==> config.mk <==
export PLATFORM = sky130hd
export DESIGN_NAME = double_to_fixed_decimal_text_core
export DESIGN_NICKNAME = d
export VERILOG_FILES = /design/src/rtl/dtfd_pkg.sv /design/src/rtl/dtfd_ctrl.sv /design/src/rtl/dtfd_dpath.sv /design/src/rtl/double_to_fixed_decimal_text_core.sv
export SDC_FILE = /design/constraint.sdc
export NUM_CORES = 2
export LEC_CHECK = 0
export BUFFER_PORTS_ARGS = -buffer_cell sky130_fd_sc_hd__buf_2
export CAP_MARGIN = 10
export CORE_ASPECT_RATIO = 1.75
export CORE_MARGIN = 2
export CORE_UTILIZATION = 45
export CTS_BUF_LIST = sky130_fd_sc_hd__clkbuf_8
export CTS_CLUSTER_DIAMETER = 100
export CTS_CLUSTER_SIZE = 24
export DETAILED_ROUTE_END_ITERATION = 8
export PLACE_DENSITY = 0.6
export SLEW_MARGIN = 0
export SYNTH_ARGS = -nofsm -noshare
export SYNTH_HDL_FRONTEND = slang
export SYNTH_SLANG_ARGS = --single-unit
==> constraint.sdc <==
create_clock -name aclk -period 6.1 [get_ports aclk]
set_input_delay 0.915 -clock aclk [delete_from_list [all_inputs] [get_ports aclk]]
set_output_delay 0.915 -clock aclk [all_outputs]
set_load 0.05 [all_outputs]
==> src/rtl/dtfd_pkg.sv <==
`timescale 1ns / 1ps
package dtfd_pkg;

    localparam int INT_DIGITS = 20;
    localparam int BIN_W      = 64;
    localparam int MANT_W     = 54;
    localparam int PROD_W     = 58;
    localparam int EXP_W      = 12;

    localparam logic [6:0] CH_ZERO  = 7'h30;
    localparam logic [6:0] CH_POINT = 7'h2E;
    localparam logic [6:0] CH_MINUS = 7'h2D;
    localparam logic [6:0] CH_PLUS  = 7'h2B;

    typedef enum logic [3:0] {
        ST_IDLE,
        ST_DAB,
        ST_FMUL,
        ST_FEXT,
        ST_ROT,
        ST_SIGN,
        ST_SKIP,
        ST_INT,
        ST_PT,
        ST_FRAC
    } state_t;

    typedef enum logic [1:0] {
        SEL_MINUS,
        SEL_PLUS,
        SEL_DIGIT,
        SEL_POINT
    } char_sel_t;

    typedef struct packed {
        logic      load;
        logic      dabble;
        logic      fmul;
        logic      fext;
        logic      push;
        logic      rchk;
        logic      rot;
        logic      shift;
        logic      emit;
        char_sel_t sel;
        logic      last;
    } dtfd_cmd_t;

endpackage

==> src/rtl/dtfd_ctrl.sv <==
`timescale 1ns / 1ps
module dtfd_ctrl #(
    parameter int MAX_FRAC_DIGITS = 16
) (
    input  logic                                      aclk,
    input  logic                                      aresetn,
    input  logic                                      s_valid,
    output logic                                      s_ready,
    input  logic [$clog2(MAX_FRAC_DIGITS + 1) - 1:0]  prec,
    input  logic                                      neg,
    input  logic                                      plus,
    input  logic                                      head_zero,
    input  logic                                      out_free,
    output dtfd_pkg::dtfd_cmd_t                       cmd
);
    localparam int D     = dtfd_pkg::INT_DIGITS + MAX_FRAC_DIGITS;
    localparam int CNT_W = $clog2(D + 65);

    dtfd_pkg::state_t  state_reg, state_next;
    logic [CNT_W-1:0]  cnt_reg, cnt_next;
    logic [CNT_W-1:0]  prec_c;

    assign prec_c = CNT_W'(prec);

    always_ff @(posedge aclk) begin
        if (!aresetn) begin
            state_reg <= dtfd_pkg::ST_IDLE;
            cnt_reg   <= '0;
        end else begin
            state_reg <= state_next;
            cnt_reg   <= cnt_next;
        end
    end

    always_comb begin
        state_next = state_reg;
        cnt_next   = cnt_reg;
        s_ready    = 1'b0;
        cmd        = '0;
        cmd.sel    = dtfd_pkg::SEL_DIGIT;
        case (state_reg)
            dtfd_pkg::ST_IDLE: begin
                s_ready = 1'b1;
                if (s_valid) begin
                    cmd.load   = 1'b1;
                    cnt_next   = '0;
                    state_next = dtfd_pkg::ST_DAB;
                end
            end
            dtfd_pkg::ST_DAB: begin
                cmd.dabble = 1'b1;
                cnt_next   = cnt_reg + CNT_W'(1);
                if (cnt_reg == CNT_W'(dtfd_pkg::BIN_W - 1)) begin
                    cnt_next   = '0;
                    state_next = dtfd_pkg::ST_FMUL;
                end
            end
            dtfd_pkg::ST_FMUL: begin
                cmd.fmul   = 1'b1;
                state_next = dtfd_pkg::ST_FEXT;
            end
            dtfd_pkg::ST_FEXT: begin
                cmd.fext = 1'b1;
                if (cnt_reg == prec_c) begin
                    // extra product decides round half up
                    cmd.rchk   = 1'b1;
                    cnt_next   = '0;
                    state_next = dtfd_pkg::ST_ROT;
                end else begin
                    cmd.push   = 1'b1;
                    cnt_next   = cnt_reg + CNT_W'(1);
                    state_next = dtfd_pkg::ST_FMUL;
                end
            end
            dtfd_pkg::ST_ROT: begin
                cmd.rot  = 1'b1;
                cnt_next = cnt_reg + CNT_W'(1);
                if (cnt_reg == CNT_W'(D - 1)) begin
                    cnt_next   = CNT_W'(D);
                    state_next = dtfd_pkg::ST_SIGN;
                end
            end
            dtfd_pkg::ST_SIGN: begin
                if (neg || plus) begin
                    if (out_free) begin
                        cmd.emit   = 1'b1;
                        cmd.sel    = neg ? dtfd_pkg::SEL_MINUS : dtfd_pkg::SEL_PLUS;
                        state_next = dtfd_pkg::ST_SKIP;
                    end
                end else begin
                    state_next = dtfd_pkg::ST_SKIP;
                end
            end
            dtfd_pkg::ST_SKIP: begin
                if (head_zero && (cnt_reg > prec_c + CNT_W'(1))) begin
                    cmd.shift = 1'b1;
                    cnt_next  = cnt_reg - CNT_W'(1);
                end else begin
                    state_next = dtfd_pkg::ST_INT;
                end
            end
            dtfd_pkg::ST_INT: begin
                if (out_free) begin
                    cmd.emit  = 1'b1;
                    cmd.shift = 1'b1;
                    cmd.last  = (prec_c == '0) && (cnt_reg == CNT_W'(1));
                    cnt_next  = cnt_reg - CNT_W'(1);
                    if (cnt_reg == prec_c + CNT_W'(1)) begin
                        state_next = (prec_c != '0) ? dtfd_pkg::ST_PT : dtfd_pkg::ST_IDLE;
                    end
                end
            end
            dtfd_pkg::ST_PT: begin
                if (out_free) begin
                    cmd.emit   = 1'b1;
                    cmd.sel    = dtfd_pkg::SEL_POINT;
                    state_next = dtfd_pkg::ST_FRAC;
                end
            end
            dtfd_pkg::ST_FRAC: begin
                if (out_free) begin
                    cmd.emit  = 1'b1;
                    cmd.shift = 1'b1;
                    cmd.last  = (cnt_reg == CNT_W'(1));
                    cnt_next  = cnt_reg - CNT_W'(1);
                    if (cnt_reg == CNT_W'(1)) begin
                        state_next = dtfd_pkg::ST_IDLE;
                    end
                end
            end
            default: begin
                state_next = dtfd_pkg::ST_IDLE;
            end
        endcase
    end
endmodule

==> src/rtl/dtfd_dpath.sv <==
`timescale 1ns / 1ps
module dtfd_dpath #(
    parameter int MAX_FRAC_DIGITS = 16
) (
    input  logic                                      aclk,
    input  logic                                      aresetn,
    input  dtfd_pkg::dtfd_cmd_t                       cmd,
    input  logic [63:0]                               s_value_bits,
    input  logic [4:0]                                s_frac_digits,
    input  logic                                      s_force_plus,
    output logic [$clog2(MAX_FRAC_DIGITS + 1) - 1:0]  prec,
    output logic                                      neg,
    output logic                                      plus,
    output logic                                      head_zero,
    output logic                                      out_free,
    output logic                                      m_valid,
    input  logic                                      m_ready,
    output logic [6:0]                                m_out_char,
    output logic                                      m_last_char,
    output logic                                      m_range_error
);
    localparam int D  = dtfd_pkg::INT_DIGITS + MAX_FRAC_DIGITS;
    localparam int PW = $clog2(MAX_FRAC_DIGITS + 1);
    localparam int MW = dtfd_pkg::MANT_W;
    localparam int QW = dtfd_pkg::PROD_W;
    localparam int EW = dtfd_pkg::EXP_W;

    logic [3:0]           dig_reg [D];
    logic [63:0]          bin_reg;
    logic [MW-1:0]        frm_reg, pm_reg;
    logic signed [EW-1:0] fre_reg, pe_reg;
    logic                 carry_reg;
    logic [PW-1:0]        prec_reg;
    logic                 neg_reg, plus_reg, err_reg;
    logic                 m_valid_reg;
    logic [6:0]           char_reg;
    logic                 last_reg, rerr_reg;

    // ---- decode of the input double
    logic                 sgn, is_nan, is_big, is_zero;
    logic [10:0]          bexp;
    logic [52:0]          mant;
    logic signed [EW-1:0] ex;
    logic [EW-1:0]        s_ld;
    logic [63:0]          ip_ld;
    logic [MW-1:0]        frm_ld;
    logic [PW-1:0]        prec_ld;

    always_comb begin
        sgn     = s_value_bits[63];
        bexp    = s_value_bits[62:52];
        is_zero = (bexp == '0) && (s_value_bits[51:0] == '0);
        is_nan  = (bexp == 11'h7FF) && (s_value_bits[51:0] != '0);
        is_big  = (bexp >= 11'd1087);
        mant    = {(bexp != '0), s_value_bits[51:0]};
        ex      = (bexp == '0) ? -12'sd1074 : ($signed({1'b0, bexp}) - 12'sd1075);
        s_ld    = EW'(-ex);
        ip_ld   = '0;
        frm_ld  = '0;
        if (is_nan) begin
            ip_ld = '0;
        end else if (is_big) begin
            ip_ld = '1;
        end else if (!ex[EW-1]) begin
            ip_ld = 64'(mant) << ex[3:0];
        end else if (s_ld >= EW'(53)) begin
            frm_ld = MW'(mant);
        end else begin
            ip_ld  = 64'(mant >> s_ld[5:0]);
            frm_ld = MW'(mant & ~({53{1'b1}} << s_ld[5:0]));
        end
        if (s_frac_digits > 5'(MAX_FRAC_DIGITS > 31 ? 31 : MAX_FRAC_DIGITS)
            && MAX_FRAC_DIGITS < 31) begin
            prec_ld = PW'(MAX_FRAC_DIGITS);
        end else begin
            prec_ld = PW'(s_frac_digits);
        end
    end

    // ---- fraction times ten, rounded to 53 significant bits
    logic [QW-1:0]        prod, q, rem, half;
    logic [2:0]           k;
    logic                 rup;

    always_comb begin
        prod = QW'({frm_reg, 3'b000}) + QW'({frm_reg, 1'b0});
        if (prod[57])      k = 3'd5;
        else if (prod[56]) k = 3'd4;
        else if (prod[55]) k = 3'd3;
        else if (prod[54]) k = 3'd2;
        else if (prod[53]) k = 3'd1;
        else               k = 3'd0;
        q    = prod >> k;
        rem  = prod & ((QW'(1) << k) - QW'(1));
        half = (QW'(1) << k) >> 1;
        rup  = (k != 3'd0) && ((rem > half) || ((rem == half) && q[0]));
    end

    // ---- integer digit of the product and remaining fraction
    logic [EW-1:0]        s_x;
    logic [3:0]           dint, dsat;
    logic [MW-1:0]        frac_x;

    always_comb begin
        s_x    = EW'(-pe_reg);
        dint   = '0;
        frac_x = '0;
        if (!pe_reg[EW-1]) begin
            dint = 4'(pm_reg << pe_reg[1:0]);
        end else if (s_x >= EW'(QW)) begin
            frac_x = pm_reg;
        end else begin
            dint   = 4'(pm_reg >> s_x[5:0]);
            frac_x = pm_reg & ~({MW{1'b1}} << s_x[5:0]);
        end
        dsat = (dint > 4'd9) ? 4'd9 : dint;
    end

    // ---- digit buffer
    logic [3:0] adj [dtfd_pkg::INT_DIGITS];
    logic [3:0] rdig;

    always_comb begin
        for (int i = 0; i < dtfd_pkg::INT_DIGITS; i++) begin
            adj[i] = (dig_reg[i] >= 4'd5) ? dig_reg[i] + 4'd3 : dig_reg[i];
        end
        if (carry_reg) begin
            rdig = (dig_reg[0] == 4'd9) ? 4'd0 : dig_reg[0] + 4'd1;
        end else begin
            rdig = dig_reg[0];
        end
    end

    always_ff @(posedge aclk) begin
        if (cmd.load) begin
            bin_reg  <= ip_ld;
            frm_reg  <= frm_ld;
            fre_reg  <= ex;
            prec_reg <= prec_ld;
            neg_reg  <= sgn && !is_zero && !is_nan;
            plus_reg <= s_force_plus;
            err_reg  <= is_nan || is_big;
            for (int i = 0; i < D; i++) begin
                dig_reg[i] <= '0;
            end
        end
        if (cmd.dabble) begin
            bin_reg <= {bin_reg[62:0], 1'b0};
            dig_reg[0] <= {adj[0][2:0], bin_reg[63]};
            for (int i = 1; i < dtfd_pkg::INT_DIGITS; i++) begin
                dig_reg[i] <= {adj[i][2:0], adj[i-1][3]};
            end
        end
        if (cmd.fmul) begin
            pm_reg <= MW'(q) + MW'(rup);
            pe_reg <= fre_reg + $signed({9'b0, k});
        end
        if (cmd.fext) begin
            if (dint > 4'd9) begin
                // product hit ten: digit clamps to 9, fraction left is one
                frm_reg <= MW'(1);
                fre_reg <= '0;
            end else begin
                frm_reg <= frac_x;
                fre_reg <= pe_reg;
            end
        end
        if (cmd.rchk) begin
            carry_reg <= (dint >= 4'd5);
        end
        if (cmd.push || cmd.shift) begin
            dig_reg[0] <= cmd.push ? dsat : 4'd0;
            for (int i = 1; i < D; i++) begin
                dig_reg[i] <= dig_reg[i-1];
            end
        end
        if (cmd.rot) begin
            // ripple the round carry from the last digit while rotating
            dig_reg[D-1] <= rdig;
            for (int i = 0; i < D - 1; i++) begin
                dig_reg[i] <= dig_reg[i+1];
            end
            if (carry_reg && dig_reg[0] != 4'd9) begin
                carry_reg <= 1'b0;
            end
        end
        if (cmd.emit) begin
            last_reg <= cmd.last;
            rerr_reg <= err_reg;
            case (cmd.sel)
                dtfd_pkg::SEL_MINUS: char_reg <= dtfd_pkg::CH_MINUS;
                dtfd_pkg::SEL_PLUS:  char_reg <= dtfd_pkg::CH_PLUS;
                dtfd_pkg::SEL_POINT: char_reg <= dtfd_pkg::CH_POINT;
                default:             char_reg <= dtfd_pkg::CH_ZERO | {3'b000, dig_reg[D-1]};
            endcase
        end
    end

    always_ff @(posedge aclk) begin
        if (!aresetn) begin
            m_valid_reg <= 1'b0;
        end else if (cmd.emit) begin
            m_valid_reg <= 1'b1;
        end else if (m_ready) begin
            m_valid_reg <= 1'b0;
        end
    end

    assign prec          = prec_reg;
    assign neg           = neg_reg;
    assign plus          = plus_reg;
    assign head_zero     = (dig_reg[D-1] == 4'd0);
    assign out_free      = !m_valid_reg || m_ready;
    assign m_valid       = m_valid_reg;
    assign m_out_char    = char_reg;
    assign m_last_char   = last_reg;
    assign m_range_error = rerr_reg;
endmodule

==> src/rtl/double_to_fixed_decimal_text_core.sv <==
`timescale 1ns / 1ps
// Channel  Dir  Handshake           Payload
// s_       in   s_valid / s_ready   s_value_bits, s_frac_digits, s_force_plus
// m_       out  m_valid / m_ready   m_out_char, m_last_char, m_range_error
//
// A request runs through these steps of digit work, in order (P = capped frac digits):
// the accept, 64 binary-to-BCD steps, a multiply and an extract step for each of the P
// fraction digits and for the rounding digit, and one pass of the digit buffer for the carry.
// Then the sign slot, the scan that suppresses leading zeros, and the characters, each
// sent only when the output register is free.
// aresetn is synchronous, active low; it clears the controller and output valid.
// Output stalls hold the controller; a new request is taken while the last
// character still waits in the output register.
module double_to_fixed_decimal_text_core #(
    parameter int MAX_FRAC_DIGITS = 16
) (
    input  logic        aclk,
    input  logic        aresetn,
    input  logic        s_valid,
    output logic        s_ready,
    input  logic [63:0] s_value_bits,
    input  logic [4:0]  s_frac_digits,
    input  logic        s_force_plus,
    output logic        m_valid,
    input  logic        m_ready,
    output logic [6:0]  m_out_char,
    output logic        m_last_char,
    output logic        m_range_error
);
    localparam int PW = $clog2(MAX_FRAC_DIGITS + 1);

    dtfd_pkg::dtfd_cmd_t cmd;
    logic [PW-1:0]       prec;
    logic                neg, plus, head_zero, out_free;

    dtfd_ctrl #(
        .MAX_FRAC_DIGITS(MAX_FRAC_DIGITS)
    ) u_ctrl (
        .aclk      (aclk),
        .aresetn   (aresetn),
        .s_valid   (s_valid),
        .s_ready   (s_ready),
        .prec      (prec),
        .neg       (neg),
        .plus      (plus),
        .head_zero (head_zero),
        .out_free  (out_free),
        .cmd       (cmd)
    );

    dtfd_dpath #(
        .MAX_FRAC_DIGITS(MAX_FRAC_DIGITS)
    ) u_dpath (
        .aclk          (aclk),
        .aresetn       (aresetn),
        .cmd           (cmd),
        .s_value_bits  (s_value_bits),
        .s_frac_digits (s_frac_digits),
        .s_force_plus  (s_force_plus),
        .prec          (prec),
        .neg           (neg),
        .plus          (plus),
        .head_zero     (head_zero),
        .out_free      (out_free),
        .m_valid       (m_valid),
        .m_ready       (m_ready),
        .m_out_char    (m_out_char),
        .m_last_char   (m_last_char),
        .m_range_error (m_range_error)
    );
endmodule
Yosys cells after proc, flatten, opt, wreduce, memory -nomap -nowiden
Memories as Yosys holds them, arrays and structs flattened.
Cells that the tools add are included.

word-level totals
  word-level logic and storage cells = 446
  register bits after elaboration = 226
  memories = 1
  output and inout port bits = 11
  RAM bits = 144

memories
  memory           depth  width  rd ports  clocked after memory_dff  wr ports  line              text
  u_dpath.dig_reg  36     4      36        0                         36        dtfd_dpath.sv:28  logic [3:0] dig_reg [D];

operators by class
  bitwise operators = 97
  reductions and logical operators = 34
  $lt $le $gt $ge = 28
  shift operators = 8
  add/sub/neg operators = 31
  equality and inequality tests = 32
  muxes and demuxes = 198

operators with widths
  operator                                                                             number
  4-bit 2-to-1 mux                                                                     129
  54-bit 2-to-1 mux                                                                    9
  64-bit 2-to-1 mux                                                                    6
  54-bit inverter                                                                      2
  1-bit OR                                                                             92
  4-bit by 3-bit greater-or-equal comparator with 1-bit output, second input constant  21
  4-bit by 2-bit adder with 4-bit output, second input constant                        19
  53-bit by 4-bit << shifter with 64-bit output                                        1
  53-bit by 6-bit >> shifter with 64-bit output                                        1
  57-bit by 55-bit adder with 58-bit output                                            1
  58-bit bitwise AND                                                                   1
  58-bit by 57-bit == test with 1-bit output                                           1
  58-bit by 57-bit greater-than comparator with 1-bit output                           1
  1-bit by 3-bit << shifter with 58-bit output, first input constant                   1
  58-bit by 3-bit >> shifter with 54-bit output                                        1
  58-bit by 1-bit subtractor with 58-bit output, second input constant                 1
  54-bit by 1-bit adder with 54-bit output                                             1
  53-bit by 54-bit bitwise AND with 54-bit output                                      1
  54-bit bitwise AND                                                                   1
  53-bit by 6-bit << shifter with 54-bit output, first input constant                  1
  54-bit by 2-bit << shifter with 4-bit output                                         1
  54-bit by 6-bit << shifter with 54-bit output, first input constant                  1
  54-bit by 6-bit >> shifter with 4-bit output                                         1
  52-bit logical NOT                                                                   1
  55 further kinds                                                                     133

Logic depth before layout (Yosys ltp)
  word-level depth = 14
  gate-level depth with buffers = 34
  depth with buffers taken out = 31

Hierarchy
A second synthesis with hierarchy kept.

second synthesis, totals
  cells, all modules = 4059
  area total of the unflattened synthesis = 34677.0 um2

by module, submodules not included
  module      times used  area each (um2)  sequential area each (um2)  cells an instance
  dtfd_dpath  1           33143.0          10690.3                     3869
  dtfd_ctrl   1           1534.0           220.2                       190

Worst setup path before layout
Ideal clock, no wire load.

  path kind = register to register
  start = register u_dpath.frm_reg[0]
  end = register u_dpath.pm_reg[10], data pin
  library setup time = 0.261 ns
  slack = -0.285 ns
  cell stages (with the launch flop) = 31
  data arrival time = 6.124 ns
  path buffers = 1
  path through = edfxtp_1 -> ha_1 -> inv_1 -> fa_1 -> nand2b_1 -> a21o_1 -> a31o_2 -> a2111o_1 -> and3_4 -> a211oi_4 -> o21ai_2 -> nor2_4 -> buf_4 -> nand2_1 -> ha_1 -> xnor2_1 -> nor2_1 -> ha_1 -> nand3_1 -> nor3_1 -> o21ai_0 -> nand3_1 -> o21ai_0 -> a21boi_0 -> ha_1 -> ha_1 -> inv_1 -> nor4b_2 -> nand2_1 -> or3_1 -> xnor2_1

on the way
  longest elaborated chain between the ends = 14

ends and longest elaborated chain
  what                                                                                    line               text
  from (decl)                                                                             dtfd_dpath.sv:30   logic [MW-1:0] frm_reg, pm_reg;
  from (signal assigned)                                                                  dtfd_dpath.sv:137  frm_reg <= frm_ld;
  from (signal assigned)                                                                  dtfd_dpath.sv:164  frm_reg <= frac_x;
  57-bit by 55-bit adder with 58-bit output (*)                                           dtfd_dpath.sv:86   prod = QW'({frm_reg, 3'b000}) + QW'({frm_reg, 1'b0});
  branches (longest 12 deep; another with 58-bit by 1-bit subtractor with 58-bit output)  --
  54-bit by 1-bit adder with 54-bit output (*)                                            dtfd_dpath.sv:155  pm_reg <= MW'(q) + MW'(rup);
  to (signal assigned)                                                                    dtfd_dpath.sv:155
  to (decl)                                                                               dtfd_dpath.sv:30

Mark *: on every way between the ends.
A chain may end at the register's enable or synchronous reset.

Worst setup path in the final report
  start = register u_dpath.frm_reg[2]
  end = register u_dpath.pm_reg[40], data pin

The elaborated chain is that of the path after synthesis.

==> metrics.cfg <==
[timing]
period_share = 1.004
worst_slack_ns = -0.02589
fmaxAchievable_mhz = 163.2
fin_skew_ns = 0.05998
finalMaxSlewViolations = 0
fin_tns_setup_ns = -0.1010
setup_viol = 6
hold_viol = 0
max_slew_margin = 0.06561
clock_period_minus_final_worst_setup_slack_ns = 6.126
rsz0062_at_grt = true
timing_worst_slew_pin_value_ns = 1.387

[global_routing]
grt_max_degree = 93
via_count_of_the_first_global_routing_pass = 35394
global_route.overflow_total = 0
grt_first_pass_wirelength_mm = 240.6
grt_util_all_layers = 0.4146
antenna_found_initial = 14

[layout]
mostFrequentLayoutCell = nand2_1
most_frequent_cells_in_the_layout = nand2_1 (500), buf_4 (441), edfxtp_1 (354), mux2i_1 (347), o21ai_0 (330)
largest_reg_flops = 144
fill_cells = 7350
layout-area-overhead-vs-synth_pct = 14.46
layout-drive-gt1-share = 0.1802
layout.nets = 4489

[floorplanning]
die_w_um = 214
die_height_um = 371.5
start_util = 0.4553
coreArea_mm2 = 0.07629
num_rows = 134
pin_count = 85
floorplan.die_area_mm2 = 0.07950

[hold_path]
holdCritPathClass = in -> reg

[critical_path]
critical_path.max_fanout = 5
worst-endpoint-arrival_ns = 6.62
stage_delay_of_the_slowest_cell_on_the_critical_path_ns = 0.46
critical-path-slowest-cell = a2111o_1
timing.critical_path.required_ns = 6.59
timing.critical_path.to_type = register
critPathLaunchType = register
timing_worst_setup_path_type = reg -> reg

[synth]
ys_dominant_reg_cell = edfxtp_1
cell_area_synth_mm2 = 0.03473
avg_inst_size_synth_um2 = 8.665
synth_top_family_by_area = compound AO/OA/AOI/OAI gates
ys_async_sr_fraction = 0
synth_simple_gate_area_share = 0.1768
synth_edf_count = 354
synth_xor_area_frac = 0.04237
synth-compound-area-share = 0.2386
synthDistinctLibCells = 117
yosys_warnings = 0
netlist_instances = 4008
yosysSeqAreaShare = 0.3142
synth-seq-cells = 368
yosys.area_share.adder = 0.04979
synth.area.mux_share = 0.1325

[route]
postRouteAntennaNets = 0
drc = 0
routed-via-count = 35318
routed_wire_length_per_instance_um = 31.53
detail_route.first_pass.iterations = 8
routed_wirelength_mm = 167.7
vias_per_cell = 6.640
drc_violation_total_after_the_first_tritonroute_iteration = 3555

[run_status]
status = finished, violations left
violations = setup timing

[clock_network]
clk_pin_slew_ns = 0.16
clock_tree_from_tritoncts = yes
clock_tree.root_cell = clkbuf_8
cts-root-to-sink-buffers = 3
htreeDepth = 1
cts-buffers-inserted = 21
clk-insertion-delay-late_ns = 0.74
clkSinkCount = 368

[place]
detailed_place_hpwl_mm = 128.1
placement.setup.worst_slack_ns = -0.1187
place.gp.congestion = 1.127
placement.io_buffers = 82

[pwr]
power_per_cell_area_mw_per_mm2 = 650.3
max_ir_drop_vdd_uv = 366.4
leakagePower_nw = 15.44

[flow_run]
drv_cap = 0

[area by class of cell]
class                   count  area, um^2  area share
diodes                      9       22.52   0.0005666
clock buffers              21       289.0    0.007271
clock inverters            14       128.9    0.003242
inverters                  95       364.1    0.009160
multi-input cells        3251       22730      0.5718
flip-flops and latches    368       10910      0.2745
well taps                1020        1276     0.03211
repair buffers            541        4030      0.1014
[per-layer routing]
metal | share of wire | track usage | up-vias
met1 | 0.30 | 0.3769 | 16954
li1 | - | - | 15743
met3 | 0.069 | 0.08973 | 826
met4 | 0.13 | 0.4578 | 4
met5 | 0.00018 | 0 | -
met2 | 0.49 | 0.7306 | 1791
[critical path: cells and delay by family (launching register included)]
family / cells / cell delay [ns]
compound gates: 8 / 1.68
simple gates: 10 / 1.58
fa+ha+maj: 6 / 1.26
buf+inv: 6 / 0.72
flops: 1 / 0.39
xor+xnor: 2 / 0.20
[through the flow]
stage	instance area, um^2	utilization	hold slack (ns)	cells	power [mW]
2_1_floorplan	34780	-	0.4003	4013	15.40
3_3_place_gp	38890	0.5098	0.4018	5260	23.21
3_5_place_dp	38890	0.5098	0.4192	5260	23.21
4_1_cts	39330	0.5155	0.3320	5296	24.59
5_1_grt	39730	0.5208	0.3662	5312	26.96
6_report	39750	0.5211	0.3784	5319	25.85
[synth_stat cells (all sizes together) (93+ instances only)]
cell type	instances	area, um^2
xnor2	116	1016
o22ai	126	788.3
o21ai	353	1782
nor2	242	933.4
nand2	511	1923
clkbuf	211	792.0
a211oi	97	760.7
ha	135	1689
edfxtp	354	10630
a21oi	306	1577
mux2i	347	3473
inv	93	354.1
[power breakdown]
part           internal (mW)  switching, mW  leakage, nW  total, mW
sequential              4.41           1.13         3.59       5.54
clock                  0.388          0.927        0.234       1.31
combinational           6.90           12.1         11.6       19.0
total                   11.7           14.2         15.4       25.9
[logic make-up after synthesis]
family,Yosys count
other cells,2
mux,405
buf+inv,395
xor+xnor,168
flops,368
compound gates,1278
simple gates,1255
fa+ha+maj,137
[timing repair]
action                     4_1_cts  5_1_grt
hold buffers                     0        0
pin swaps                        4       27
setup endpoints to repair       22       45
buffers inserted                 1        8
resized for setup                3       53
gates cloned                     0        1
[path summary, 6_finish.rpt]
kind	cells past startpoint	start	slack, ns	endpoint
worst min-delay path	1	s_force_plus	0.38	u_dpath.plus
worst max register to register	32	u_dpath.frm_reg[2]	-0.03	u_dpath.pm_reg[40]
worst max-delay path	32	u_dpath.frm_reg[2]	-0.03	u_dpath.pm_reg[40]
worst min register to register	0	u_dpath.err_reg	0.46	u_dpath.m_range_error
Note: power is estimated with default switching activity, not from simulation.
